### config.mk
export PLATFORM = sky130hd
export DESIGN_NAME = stream_session_gate
export DESIGN_NICKNAME = d
export VERILOG_FILES = /design/src/design/ssg_pkg.sv /design/src/design/stream_session_gate.sv /design/src/design/ssg_step.sv
export SDC_FILE = /design/constraint.sdc
export NUM_CORES = 1
export LEC_CHECK = 0
export ABC_AREA = 1
export BUFFER_PORTS_ARGS = -buffer_cell sky130_fd_sc_hd__clkbuf_2
export CELL_PAD_IN_SITES_DETAIL_PLACEMENT = 0
export CELL_PAD_IN_SITES_GLOBAL_PLACEMENT = 1
export CORE_MARGIN = 10
export CORE_UTILIZATION = 40
export CTS_BUF_LIST = sky130_fd_sc_hd__clkbuf_4 sky130_fd_sc_hd__clkbuf_8
export DETAILED_ROUTE_END_ITERATION = 10
export PLACE_DENSITY_LB_ADDON = 0.15
export SETUP_SLACK_MARGIN = 0.4
export SLEW_MARGIN = 20
export SYNTH_ARGS = -nofsm -noshare
export SYNTH_HDL_FRONTEND = slang
export SYNTH_HIERARCHICAL = 1
export SYNTH_SLANG_ARGS = --single-unit
### constraint.sdc
create_clock -name clk -period 10.4 [get_ports clk]
set_input_delay 1.04 -clock clk [delete_from_list [all_inputs] [get_ports clk]]
set_output_delay 1.04 -clock clk [all_outputs]
set_load 0.03 [all_outputs]
### src/design/ssg_pkg.sv
`timescale 1ns / 1ps
`default_nettype none

package ssg_pkg;

	// Command codes carried in the input tuser
	typedef enum logic [2:0] {
		OP_BEGIN     = 3'd0,
		OP_GROUP     = 3'd1,
		OP_PIXEL     = 3'd2,
		OP_HEARTBEAT = 3'd3,
		OP_END       = 3'd4,
		OP_CANCEL    = 3'd5,
		OP_TMO_CHECK = 3'd6
	} op_t;

	typedef enum logic [2:0] {
		ST_OK            = 3'd0,
		ST_BAD_ARG       = 3'd1,
		ST_NOT_ACTIVE    = 3'd2,
		ST_WRONG_ID      = 3'd3,
		ST_MODE_MISMATCH = 3'd4,
		ST_STALE         = 3'd5
	} status_t;

	typedef enum logic [1:0] {
		MODE_NONE  = 2'd0,
		MODE_GROUP = 2'd1,
		MODE_PIXEL = 2'd2
	} mode_t;

	localparam int unsigned IN_TDATA_W  = 88;
	localparam int unsigned OUT_TDATA_W = 8;
	localparam logic [31:0] TIMEOUT_RESET = 32'd3000;

	typedef struct packed {
		logic        active;
		logic [31:0] held_id;
		mode_t       mode;
		logic [15:0] prev_seq;
		logic        seq_seen;
		logic [31:0] last_touch;
	} gate_state_t;

	typedef struct packed {
		op_t         op;
		logic [31:0] sess_id;
		logic [15:0] seq_num;
		logic [31:0] now_time;
		logic        payload_ok;
	} cmd_t;

	typedef struct packed {
		status_t status;
		logic    accept_payload;
		logic    timed_out;
		mode_t   cur_mode;
	} result_t;

endpackage

`default_nettype wire

### src/design/stream_session_gate.sv
`timescale 1ns / 1ps
`default_nettype none

// Session gate for a streamed lighting-control link.
// Input stream (s_*): one command transaction per item. s_tuser holds the
// command code; s_tdata holds session id, sequence number, current time
// and the outside payload-valid flag. Every command yields exactly one
// result transaction on the output stream (m_*): status, accept flag for
// the frame payload, timeout flag and the mode after the command.
//
// Configuration (cfg_*): a separate write channel for the inactivity
// timeout in ms. It is always ready; write it only while the gate is idle.
//
// A command is held in the input register, then the decision logic feeds
// the result register. Throughput is one command per cycle while m_tready
// keeps the result register draining; the session state is read and
// updated in the same cycle that a command moves into the result
// register, so back-to-back commands see each other's effects.
//
// Reset clears the session (inactive, no mode, no sequence seen, time 0)
// and loads the timeout with 3000 ms. When the receiver stalls, the
// result register holds, the input register fills, and then s_tready
// drops until the result is taken.
module stream_session_gate (
	input  logic                               clk,
	input  logic                               arst_n,
	// Input stream
	input  logic                               s_tvalid,
	output logic                               s_tready,
	// [31:0] sess_id, [47:32] seq_num, [79:48] now_time, [80] payload_ok,
	// [87:81] zero
	input  logic [ssg_pkg::IN_TDATA_W-1:0]     s_tdata,
	// [2:0] op
	input  logic [2:0]                         s_tuser,
	// Result stream
	output logic                               m_tvalid,
	input  logic                               m_tready,
	// [2:0] status, [3] accept_payload, [4] timed_out, [6:5] cur_mode,
	// [7] zero
	output logic [ssg_pkg::OUT_TDATA_W-1:0]    m_tdata,
	// Configuration write channel: timeout_ms
	input  logic                               cfg_valid,
	output logic                               cfg_ready,
	input  logic [31:0]                        cfg_data
);
	import ssg_pkg::*;

	logic        valid_s1;
	cmd_t        cmd_s1;
	logic        valid_s2;
	result_t     res_s2;
	logic        advance;
	logic [31:0] timeout_q;
	gate_state_t state_q;
	gate_state_t state_nxt;
	result_t     res_nxt;
	cmd_t        cmd_in;

	// Unpack the incoming transaction
	assign cmd_in.op         = op_t'(s_tuser);
	assign cmd_in.sess_id    = s_tdata[31:0];
	assign cmd_in.seq_num    = s_tdata[47:32];
	assign cmd_in.now_time   = s_tdata[79:48];
	assign cmd_in.payload_ok = s_tdata[80];

	// Move the held command into the result register when that register is
	// empty or being drained this cycle.
	assign advance  = !valid_s2 || m_tready;
	assign s_tready = !valid_s1 || advance;

	always_ff @(posedge clk or negedge arst_n) begin
		if (!arst_n) begin
			valid_s1 <= 1'b0;
		end else if (s_tready) begin
			valid_s1 <= s_tvalid;
		end
	end

	always_ff @(posedge clk) begin
		if (s_tready && s_tvalid) begin
			cmd_s1 <= cmd_in;
		end
	end

	// Decision logic: checks and next session state for the held command
	ssg_step u_step (
		.cur        (state_q),
		.cmd        (cmd_s1),
		.timeout_ms (timeout_q),
		.nxt        (state_nxt),
		.res        (res_nxt)
	);

	// Commit the session state only when the command's result is captured
	always_ff @(posedge clk or negedge arst_n) begin
		if (!arst_n) begin
			state_q.active     <= 1'b0;
			state_q.held_id    <= 32'd0;
			state_q.mode       <= MODE_NONE;
			state_q.prev_seq   <= 16'd0;
			state_q.seq_seen   <= 1'b0;
			state_q.last_touch <= 32'd0;
		end else if (advance && valid_s1) begin
			state_q <= state_nxt;
		end
	end

	always_ff @(posedge clk or negedge arst_n) begin
		if (!arst_n) begin
			valid_s2 <= 1'b0;
		end else if (advance) begin
			valid_s2 <= valid_s1;
		end
	end

	always_ff @(posedge clk) begin
		if (advance && valid_s1) begin
			res_s2 <= res_nxt;
		end
	end

	// Timeout register; writes are taken at once
	assign cfg_ready = 1'b1;

	always_ff @(posedge clk or negedge arst_n) begin
		if (!arst_n) begin
			timeout_q <= TIMEOUT_RESET;
		end else if (cfg_valid && cfg_ready) begin
			timeout_q <= cfg_data;
		end
	end

	assign m_tvalid = valid_s2;
	assign m_tdata  = {1'b0, res_s2.cur_mode, res_s2.timed_out,
		res_s2.accept_payload, res_s2.status};

	// A frame payload is only accepted with an ok status
	a_accept_ok: assert property (@(posedge clk) disable iff (!arst_n)
		(valid_s2 && res_s2.accept_payload) |-> (res_s2.status == ST_OK))
		else $error("payload accepted with non-ok status");

	// A timed-out session reports no mode
	a_tmo_mode: assert property (@(posedge clk) disable iff (!arst_n)
		(valid_s2 && res_s2.timed_out) |-> (res_s2.cur_mode == MODE_NONE))
		else $error("timeout result with a locked mode");

	// An inactive session never keeps a locked mode or a seen sequence
	a_idle_clean: assert property (@(posedge clk) disable iff (!arst_n)
		!state_q.active |-> (state_q.mode == MODE_NONE && !state_q.seq_seen))
		else $error("inactive session holds mode or sequence");

	// A result only appears after a command sat in the input register
	a_res_src: assert property (@(posedge clk) disable iff (!arst_n)
		$rose(valid_s2) |-> $past(valid_s1))
		else $error("result without a held command");

endmodule

`default_nettype wire

### src/design/ssg_step.sv
`timescale 1ns / 1ps
`default_nettype none

module ssg_step (
	input  ssg_pkg::gate_state_t cur,
	input  ssg_pkg::cmd_t        cmd,
	input  logic [31:0]          timeout_ms,
	output ssg_pkg::gate_state_t nxt,
	output ssg_pkg::result_t     res
);
	import ssg_pkg::*;

	logic [15:0] seq_diff;
	logic [31:0] idle_time;
	logic        id_match;
	logic        stale;
	mode_t       want_mode;

	assign seq_diff  = cmd.seq_num - cur.prev_seq;
	assign idle_time = cmd.now_time - cur.last_touch;
	assign id_match  = (cur.held_id == cmd.sess_id);
	assign stale     = cur.seq_seen && ((seq_diff == 16'd0) || seq_diff[15]);
	assign want_mode = (cmd.op == OP_GROUP) ? MODE_GROUP : MODE_PIXEL;

	always_comb begin
		nxt                = cur;
		res.status         = ST_OK;
		res.accept_payload = 1'b0;
		res.timed_out      = 1'b0;
		unique case (cmd.op)
			OP_BEGIN: begin
				if (cmd.sess_id == 32'd0) begin
					res.status = ST_BAD_ARG;
				end else begin
					nxt.active     = 1'b1;
					nxt.held_id    = cmd.sess_id;
					nxt.last_touch = cmd.now_time;
					nxt.prev_seq   = 16'd0;
					nxt.seq_seen   = 1'b0;
					nxt.mode       = MODE_NONE;
				end
			end
			OP_GROUP, OP_PIXEL: begin
				priority if (!cmd.payload_ok) begin
					res.status = ST_BAD_ARG;
				end else if (!cur.active) begin
					res.status = ST_NOT_ACTIVE;
				end else if (!id_match) begin
					res.status = ST_WRONG_ID;
				end else if (cur.mode != MODE_NONE && cur.mode != want_mode) begin
					res.status = ST_MODE_MISMATCH;
				end else if (stale) begin
					res.status = ST_STALE;
				end else begin
					nxt.mode           = want_mode;
					nxt.prev_seq       = cmd.seq_num;
					nxt.seq_seen       = 1'b1;
					nxt.last_touch     = cmd.now_time;
					res.accept_payload = 1'b1;
				end
			end
			OP_HEARTBEAT, OP_END: begin
				priority if (!cur.active) begin
					res.status = ST_NOT_ACTIVE;
				end else if (!id_match) begin
					res.status = ST_WRONG_ID;
				end else if (cmd.op == OP_HEARTBEAT) begin
					nxt.last_touch = cmd.now_time;
				end else begin
					nxt.active   = 1'b0;
					nxt.held_id  = 32'd0;
					nxt.seq_seen = 1'b0;
					nxt.mode     = MODE_NONE;
				end
			end
			OP_CANCEL: begin
				nxt.active   = 1'b0;
				nxt.held_id  = 32'd0;
				nxt.seq_seen = 1'b0;
				nxt.mode     = MODE_NONE;
			end
			OP_TMO_CHECK: begin
				if (cur.active && (idle_time >= timeout_ms)) begin
					nxt.active    = 1'b0;
					nxt.held_id   = 32'd0;
					nxt.seq_seen  = 1'b0;
					nxt.mode      = MODE_NONE;
					res.timed_out = 1'b1;
				end
			end
			default: begin
				res.status = ST_BAD_ARG;
			end
		endcase
		res.cur_mode = nxt.active ? nxt.mode : MODE_NONE;
	end

endmodule

`default_nettype wire
==> impl_metrics.csv, run 1 <==
group,metric,value,unit
worst_setup_path,reg2reg_depth,24,
cells_and_area,layout.nets,2358,
clocking,cts.hold.buffers_added,0,
sta,maxSlewHeadroom,24.5,%
power_and_ir_drop,powerDensity,206,nW/um^2
clocking,cts_buffers,41,
detailed_routing,ant_nets,0,
min_path,hold_depth,2,
logic_synthesis,yosysSeqAreaShare,38.0,%
grt,gr-total-overflow,0,
grt,grt_pass1_vias,13222,
logic_synthesis,synth_edf_count,91,
floorplan,die_area,45700,sq um
cells_and_area,n_fill_cell,3731,
power_and_ir_drop,irDropWorstVdd,114,uV
run,max-cap-violations,0,
grt,track_usage,18.6,%
logic_synthesis,ys_warn_count,6,
floorplan,start_util,40.8,%
detailed_routing,via_per_inst,5.17,
logic_synthesis,synth_area,15000,sq um
cells_and_area,drive_gt1_share,14.2,%
logic_synthesis,async_flop_share,56.5,%
detailed_routing,drc,0,
worst_setup_path,cp-start-kind,"flop",
floorplan,ios,139,
sta,finalClockSkew,0.0304,ns
detailed_routing,detail_route.wl_per_cell,16.0,um
worst_setup_path,arrival,5.98,ns
grt,grt_first_pass_wirelength,68.9,mm
power_and_ir_drop,power,3.46,mW
worst_setup_path,critPathRequiredTime,10.88,ns
grt,antenna_found_initial,1,
logic_synthesis,synthCells,2052,
sta,rsz0062_at_grt,"no",
floorplan,rows,70,
worst_setup_path,crit_fanout,31,
floorplan,die_w,214,um
clocking,htreeDepth,2,
clocking,post-cts-setup-buffers,0,
logic_synthesis,synth_flop_cell,"dfrtp_1",
placement,dp_hpwl,28.2,mm
sta,tightest_slew,1.13,ns
floorplan,fp.dieH,214,um
clocking,clk_latency,0.61,ns
power_and_ir_drop,leakage,8.38,nW
clocking,root_buffer,"clkbuf_8",
worst_setup_path,crit_type,"reg -> reg",
detailed_routing,vias,13704,
clocking,path_clk_slew,0.05,ns
cells_and_area,insertedDiodeCount,0,
sta,finalSetupTns,0,ns
cells_and_area,syn_to_final_growth,12.1,%
clocking,cts.sinks,209,
sta,hold_violations,0,
clocking,cts.repair.resized,0,
detailed_routing,detail_route.wirelength,42.4,mm
min_path,hold_path.class,"reg -> reg",
sta,fmax,182,MHz
logic_synthesis,syn_nets,2260,
sta,fin_crit_sh,52.8,%
detailed_routing,drtPass1Iterations,5,
logic_synthesis,synth_cell_types,51,
logic_synthesis,avgSynthCellArea,7.31,sq um
placement,port_buffers,129,
detailed_routing,drt_iter0_drc,906,
sta,fin_crit,5.50,ns
sta,slew_viol_final,0,
clocking,cts_tree,"yes",
sta,setup_viol,0,
worst_setup_path,crit_path_end_kind,"flop",
placement,gp_congestion,0.839,
grt,grt_max_degree,73,
clocking,cts_buffer_depth,3,
logic_synthesis,ys_seq_elements,209,
outcome,status,"complete, no violations",
floorplan,core,36800,sq um
-- metrics by stage --
stage / setup WS, ns / cell area (sq um) / instances / util [%] / hold WS (ns)
after floorplan: 6.30 / 15000 / 2052 / - / 0.448
after global placement: 5.01 / 15900 / 2575 / 43.1 / 0.463
after detailed placement: 5.01 / 15900 / 2575 / 43.1 / 0.462
after CTS: 4.99 / 16800 / 2651 / 45.7 / 0.472
after global routing: 4.35 / 16800 / 2651 / 45.7 / 0.497
final: 4.90 / 16800 / 2651 / 45.7 / 0.469
-- worst paths after layout --
path / start / end / slack (ns)
max in group asynchronous: arst_n / state_q[44]$_DFFE_PN0P_ / 8.49
worst max-delay path: state_q[2]$_DFFE_PN0P_ / state_q[72]$_DFFE_PN0P_ / 4.90
min in group asynchronous: arst_n / timeout_q[1]$_DFFE_PN0P_ / 0.60
worst max register to register: state_q[2]$_DFFE_PN0P_ / state_q[72]$_DFFE_PN0P_ / 4.90
worst min register to register: timeout_q[9]$_DFFE_PN1P_ / timeout_q[9]$_DFFE_PN1P_ / 0.47
worst min-delay path: timeout_q[9]$_DFFE_PN1P_ / timeout_q[9]$_DFFE_PN1P_ / 0.47
-- logic make-up after synthesis --
logic type / synth area share [%]
compound gates: 15.5
simple gates: 26.2
buf+inv: 11.6
fa+ha+maj: 6.77
flops: 38.0
other cells: 0.0501
xor+xnor: 1.93
-- layout make-up --
cell class / count / area, sq um / area share (%)
Multi-Input combinational cell: 1424 / 7580 / 45.1
Sequential cell: 209 / 5700 / 33.9
Inverter: 328 / 1230 / 7.33
Clock buffer: 65 / 788 / 4.69
Timing Repair Buffer: 146 / 776 / 4.61
Tap cell: 468 / 586 / 3.48
Clock inverter: 11 / 163 / 0.967
-- synthesized netlist by cell type (4+ instances only) --
cell      instances  area [sq um]
nor2_1          100           375
dfstp_2           7           184
or2_2            20           125
o21a_1            5          37.5
clkinv_1          4          15.0
o21ai_0         120           601
nand3_1         170           851
a21boi_0          5          37.5
nor3_1            5          25.0
xor2_1           21           184
buf_4            10          75.1
clkbuf_1         25          93.8
edfxtp_1         91          2730
o21ai_1          26           130
buf_2            39           195
o21ai_2           4          35.0
nand4_1          64           400
o211ai_1          4          30.0
a21oi_1         180           901
dfrtp_1         111          2780
xnor2_1          12           105
nor2_2            6          37.5
ha_1             78           976
a21oi_2          28           245
nand2_2          13          81.3
nor4_1            9          56.3
nand2_1         483          1810
a31oi_1           7          43.8
o22ai_1          31           194
buf_6            10           113
inv_1           322          1210
or2_1            11          68.8
-- power breakdown --
group	switching [mW]	total, mW	leakage [nW]	internal, mW
registers	0.118	1.12	2.39	1.00
clock network	0.379	0.961	0.505	0.583
logic	0.863	1.38	5.49	0.515
total	1.36	3.46	8.38	2.10
-- layout by cell type (no fill, tap or decap), drive strengths merged, types with 8 or more instances in the layout --
cell	count
clkbuf	192
nand2	496
o21ai	150
nor4	9
clkinv	10
ha	78
inv	325
o22ai	31
nor3	8
nand4	64
buf	19
dfrtp	111
xnor2	12
nor2	106
nand3	174
edfxtp	91
or2	31
xor2	21
a21oi	208
-- routing by layer --
layer  up-vias  wire length, um  part of all wire, %  global-route usage (%)
met5         -               13                0.031                       0
met4         2              844                  2.0                    5.48
met3        64             2120                  5.0                    3.04
met2       296            19600                   46                    30.2
met1      6370            19900                   47                    25.1
li1       6972                -                    -                       -
-- worst max-delay path, stage by stage (launching register included) --
cell and delay [ns]:
dfrtp_1 0.37, inv_1 0.10, ha_1 0.35, a21oi_1 0.16
nand2_1 0.09, a21oi_1 0.24, o21ai_2 0.11, a21boi_0 0.55
o21ai_1 0.27, a21boi_0 0.36, o21ai_1 0.13, xor2_1 0.16
ha_1 0.29, nand2_1 0.07, inv_1 0.07, nand3_1 0.08
nor4_1 0.51, nand4_1 0.17, nand3_1 0.25, a21oi_1 0.19
nor3_4 0.14, buf_4 0.39, o22ai_1 0.13, nand3_1 0.11
nand2_1 0.07
-- registers in the layout, summed over array words and instances (netlist names) --
signal     cells
state_q       84
cmd_s1        84
valid_s1       1
m_tvalid       1
timeout_q     32
m_tdata        7
No activity file was read; power rests on OpenSTA's default activity.
==> inputs of run 2 (changes only) <==
--- a/config.mk
+++ b/config.mk
@@ -5,7 +5,7 @@
 export SDC_FILE = /design/constraint.sdc
 export NUM_CORES = 1
 export LEC_CHECK = 0
-export ABC_AREA = 1
+export ABC_AREA = 0
 export BUFFER_PORTS_ARGS = -buffer_cell sky130_fd_sc_hd__clkbuf_2
 export CELL_PAD_IN_SITES_DETAIL_PLACEMENT = 0
 export CELL_PAD_IN_SITES_GLOBAL_PLACEMENT = 1
==> constraint.sdc (replaced) <==
create_clock -name clk -period 5.3 [get_ports clk]
set_input_delay 0.53 -clock clk [delete_from_list [all_inputs] [get_ports clk]]
set_output_delay 0.53 -clock clk [all_outputs]
set_load 0.03 [all_outputs]
==> impl_metrics.csv, run 2 <==
group,metric,value,unit
sta,hold_violations,0,
logic_synthesis,muxShareOfSynthArea,11.5,%
clocking,clk_latency,0.60,ns
grt,grt_first_pass_wirelength,55.1,mm
logic_synthesis,yosysMostFrequentCell,"dfrtp_1",
floorplan,die_w,202,um
worst_setup_path,reg2reg_depth,24,
cells_and_area,top_regs,"cmd_s1 (84), state_q (84), timeout_q (32)",
power_and_ir_drop,seqPwrFrac,35.7,%
cells_and_area,final_common_cell,"clkbuf_2",
detailed_routing,vias,9876,
worst_setup_path,arrival,5.34,ns
detailed_routing,detail_route.wl_per_cell,18.5,um
sta,rsz0062_at_grt,"yes",
min_path,hold_depth,1,
clocking,htreeDepth,2,
clocking,cts.sinks,209,
worst_setup_path,cp-start-kind,"flop",
sta,slew_viol_final,0,
floorplan,core,32600,sq um
outcome,status,"complete, no violations",
power_and_ir_drop,irDropWorstVdd,211,uV
power_and_ir_drop,combPwrFrac,35.2,%
placement,dp_hpwl,23.3,mm
clocking,path_clk_slew,0.06,ns
worst_setup_path,regToRegStartpoint,"cmd_s1[1]$_DFFE_PP_",
logic_synthesis,syn_nets,1416,
logic_synthesis,synth_area_leader_cell,"dfrtp_1",
worst_setup_path,rrSetupSlack,0.43,ns
min_path,hold_path.class,"in -> reg",
power_and_ir_drop,power,6.17,mW
min_path,hold_path_end,"cmd_s1[21]$_DFFE_PP_",
logic_synthesis,synth_cell_types,81,
worst_setup_path,crit_path_end_kind,"flop",
detailed_routing,drt_iter0_drc,480,
cells_and_area,layout_common_cells,"128 x clkbuf_2, 111 x dfrtp_1, 91 x edfxtp_1, 89 x inv_1, 77 x ha_1",
sta,fin_crit,4.87,ns
grt,grt_max_degree,65,
logic_synthesis,synth_simple_gate_area_share,9.49,%
clocking,root_buffer,"clkbuf_8",
sta,fmax,205,MHz
floorplan,start_util,40.7,%
grt,gr-total-overflow,0,
worst_setup_path,crit_type,"reg -> reg",
logic_synthesis,synth_flop_cell,"dfrtp_1",
logic_synthesis,synth_area,13300,sq um
sta,finalClockSkew,0.0227,ns
logic_synthesis,ys_seq_elements,209,
logic_synthesis,synth_top_family_by_area,"compound AO/OA/AOI/OAI gates",
sta,setup_viol,0,
cells_and_area,layout.nets,1571,
grt,grt_pass1_vias,10246,
detailed_routing,detail_route.wirelength,34.0,mm
detailed_routing,via_per_inst,5.37,
placement,place_area,14400,sq um
logic_synthesis,avgSynthCellArea,11.0,sq um
power_and_ir_drop,p_sw,2.08,mW
grt,track_usage,16.5,%
cells_and_area,drive_gt1_share,32.9,%
clocking,cts_buffers,41,
floorplan,die_area,40800,sq um
power_and_ir_drop,p_int,4.09,mW
detailed_routing,drtPass1Iterations,5,
sta,finalSetupTns,0,ns
power_and_ir_drop,switching_share,33.7,%
clocking,cts_tree,"yes",
power_and_ir_drop,pwr-share-clk,29.0,%
worst_setup_path,critPathRequiredTime,5.76,ns
power_and_ir_drop,leakage,6.69,nW
detailed_routing,drc,0,
floorplan,ios,139,
sta,fin_crit_sh,92.0,%
floorplan,fp.dieH,202,um
placement,port_buffers,129,
logic_synthesis,async_flop_share,56.5,%
logic_synthesis,synth_compound_area_share,19.0,%
cells_and_area,syn_to_final_growth,18.2,%
cells_and_area,insertedDiodeCount,0,
sta,tightest_slew,1.07,ns
power_and_ir_drop,powerDensity,394,nW/um^2
floorplan,rows,66,
logic_synthesis,yosys.area_share.adder,7.74,%
sta,maxSlewHeadroom,29.0,%
worst_setup_path,crit_fanout,17,
grt,antenna_found_initial,1,
logic_synthesis,netlist_top_cells_area,"dfrtp_1 21%, edfxtp_1 21%, ha_1 7.4%",
detailed_routing,ant_nets,0,
worst_setup_path,r2r_end,"state_q[59]$_DFFE_PN0P_",
cells_and_area,n_fill_cell,3113,
logic_synthesis,synth_edf_count,91,
placement,gp_congestion,0.848,
logic_synthesis,ys_top_cells_by_count,"111 x dfrtp_1, 91 x edfxtp_1, 90 x inv_1",
logic_synthesis,synthCells,1208,
min_path,hp-start,"s_tdata[68]",
logic_synthesis,yosysSeqAreaShare,42.9,%
clocking,cts_buffer_depth,3,
logic_synthesis,yosysTopAreaCellShare,20.9,%
run,max-cap-violations,0,
logic_synthesis,ys_warn_count,6,
cells_and_area,fin_area,15700,sq um
logic_synthesis,yosys.area_share.xor_xnor,4.36,%
-- run 2: changes by cell type in the layout (fill, tap and decap cells not counted), moves of 49 or more --
| cell | change |
|---|---|
| nor2_1 | -51 |
| nand2_1 | -408 |
| mux2_4 | +49 |
| a21oi_1 | -113 |
| mux2_2 | +65 |
| nand3_1 | -156 |
| inv_1 | -232 |
| o21ai_0 | -63 |
-- run 2: worst max path at each step --
stage | from | end
after global placement | cmd_s1[1]$_DFFE_PP_ | state_q[64]$_DFFE_PN0P_
after global routing | cmd_s1[1]$_DFFE_PP_ | state_q[52]$_DFFE_PN0P_
after floorplan | cmd_s1[1]$_DFFE_PP_ | state_q[73]$_DFFE_PN0P_
final | cmd_s1[1]$_DFFE_PP_ | state_q[59]$_DFFE_PN0P_
after detailed placement | cmd_s1[1]$_DFFE_PP_ | state_q[54]$_DFFE_PN0P_
after CTS | cmd_s1[1]$_DFFE_PP_ | state_q[59]$_DFFE_PN0P_
-- run 2: per-stage QoR --
step	utilization, %	instances	setup WS, ns	hold slack, ns
2_1_floorplan	-	1208	0.489	0.234
3_3_place_gp	44.3	1748	0.0452	0.494
3_5_place_dp	44.3	1748	0.0109	0.495
4_1_cts	47.5	1831	0.315	0.0447
5_1_grt	48.0	1838	0.189	0.0662
6_report	48.0	1838	0.426	0.105
-- run 2: per-layer routing --
metal	wire length, um	track usage, %
met5	12	0
met4	678	5.13
met3	1350	3.41
met2	15500	26.0
met1	16500	22.4
-- run 2: final cells by class --
| cell class | instances | area, sq um | area share, % |
|---|---|---|---|
| clock buffers | 64 | 774 | 4.94 |
| repair buffers | 174 | 1030 | 6.56 |
| clock inverters | 12 | 129 | 0.822 |
| well taps | 442 | 553 | 3.53 |
| flip-flops and latches | 209 | 5690 | 36.3 |
| multi-input cells | 847 | 7160 | 45.7 |
| inverters | 90 | 338 | 2.16 |
-- run 2: power groups by stage --
stage / combinational [mW] / sequential [mW] / clock, mW
after floorplan: 1.55 / 2.18 / 0
after global placement: 1.99 / 2.22 / 0
after detailed placement: 2.02 / 2.22 / 0
after CTS: 2.09 / 2.20 / 1.87
after global routing: 2.43 / 2.24 / 1.95
final: 2.17 / 2.20 / 1.79
-- run 2: cells by family (layout without fill, tap and decap cells) --
logic type / count (synthesis) / count (layout)
adders and majority gates: 81 / 81
and+or+nand+nor: 249 / 249
AOI/OAI and AO/OA: 330 / 330
muxes: 119 / 119
DFF: 209 / 209
buffers and inverters: 152 / 340
xor gates and xnor gates: 66 / 66
other: 2 / 2
-- run 2: what timing repair did --
action | 4_1_cts | 5_1_grt
setup endpoints to repair | 39 | 39
buffers inserted | 5 | 7
endpoints found under the hold margin | 34 | 0
hold buffers | 1 | 0
gates resized for setup | 19 | 29
pin swaps | 9 | 15
gates cloned | 1 | 0
-- run 2: critical path, cell delays in order (launching register included) --
cell and delay, ns:
edfxtp_1 0.38, inv_1 0.07, ha_2 0.17, inv_2 0.04, fa_2 0.33, a21o_1 0.18
a31oi_1 0.19, buf_4 0.17, buf_6 0.09, o211ai_1 0.15, a2111oi_4 0.48, nor2_1 0.09
xor2_1 0.17, ha_1 0.30, nand4_1 0.12, buf_4 0.17, nor3_4 0.18, a2111oi_2 0.07
buf_4 0.16, a211oi_4 0.28, o31ai_2 0.10, and2_4 0.18, buf_12 0.16, a22o_1 0.23
mux2_4 0.26
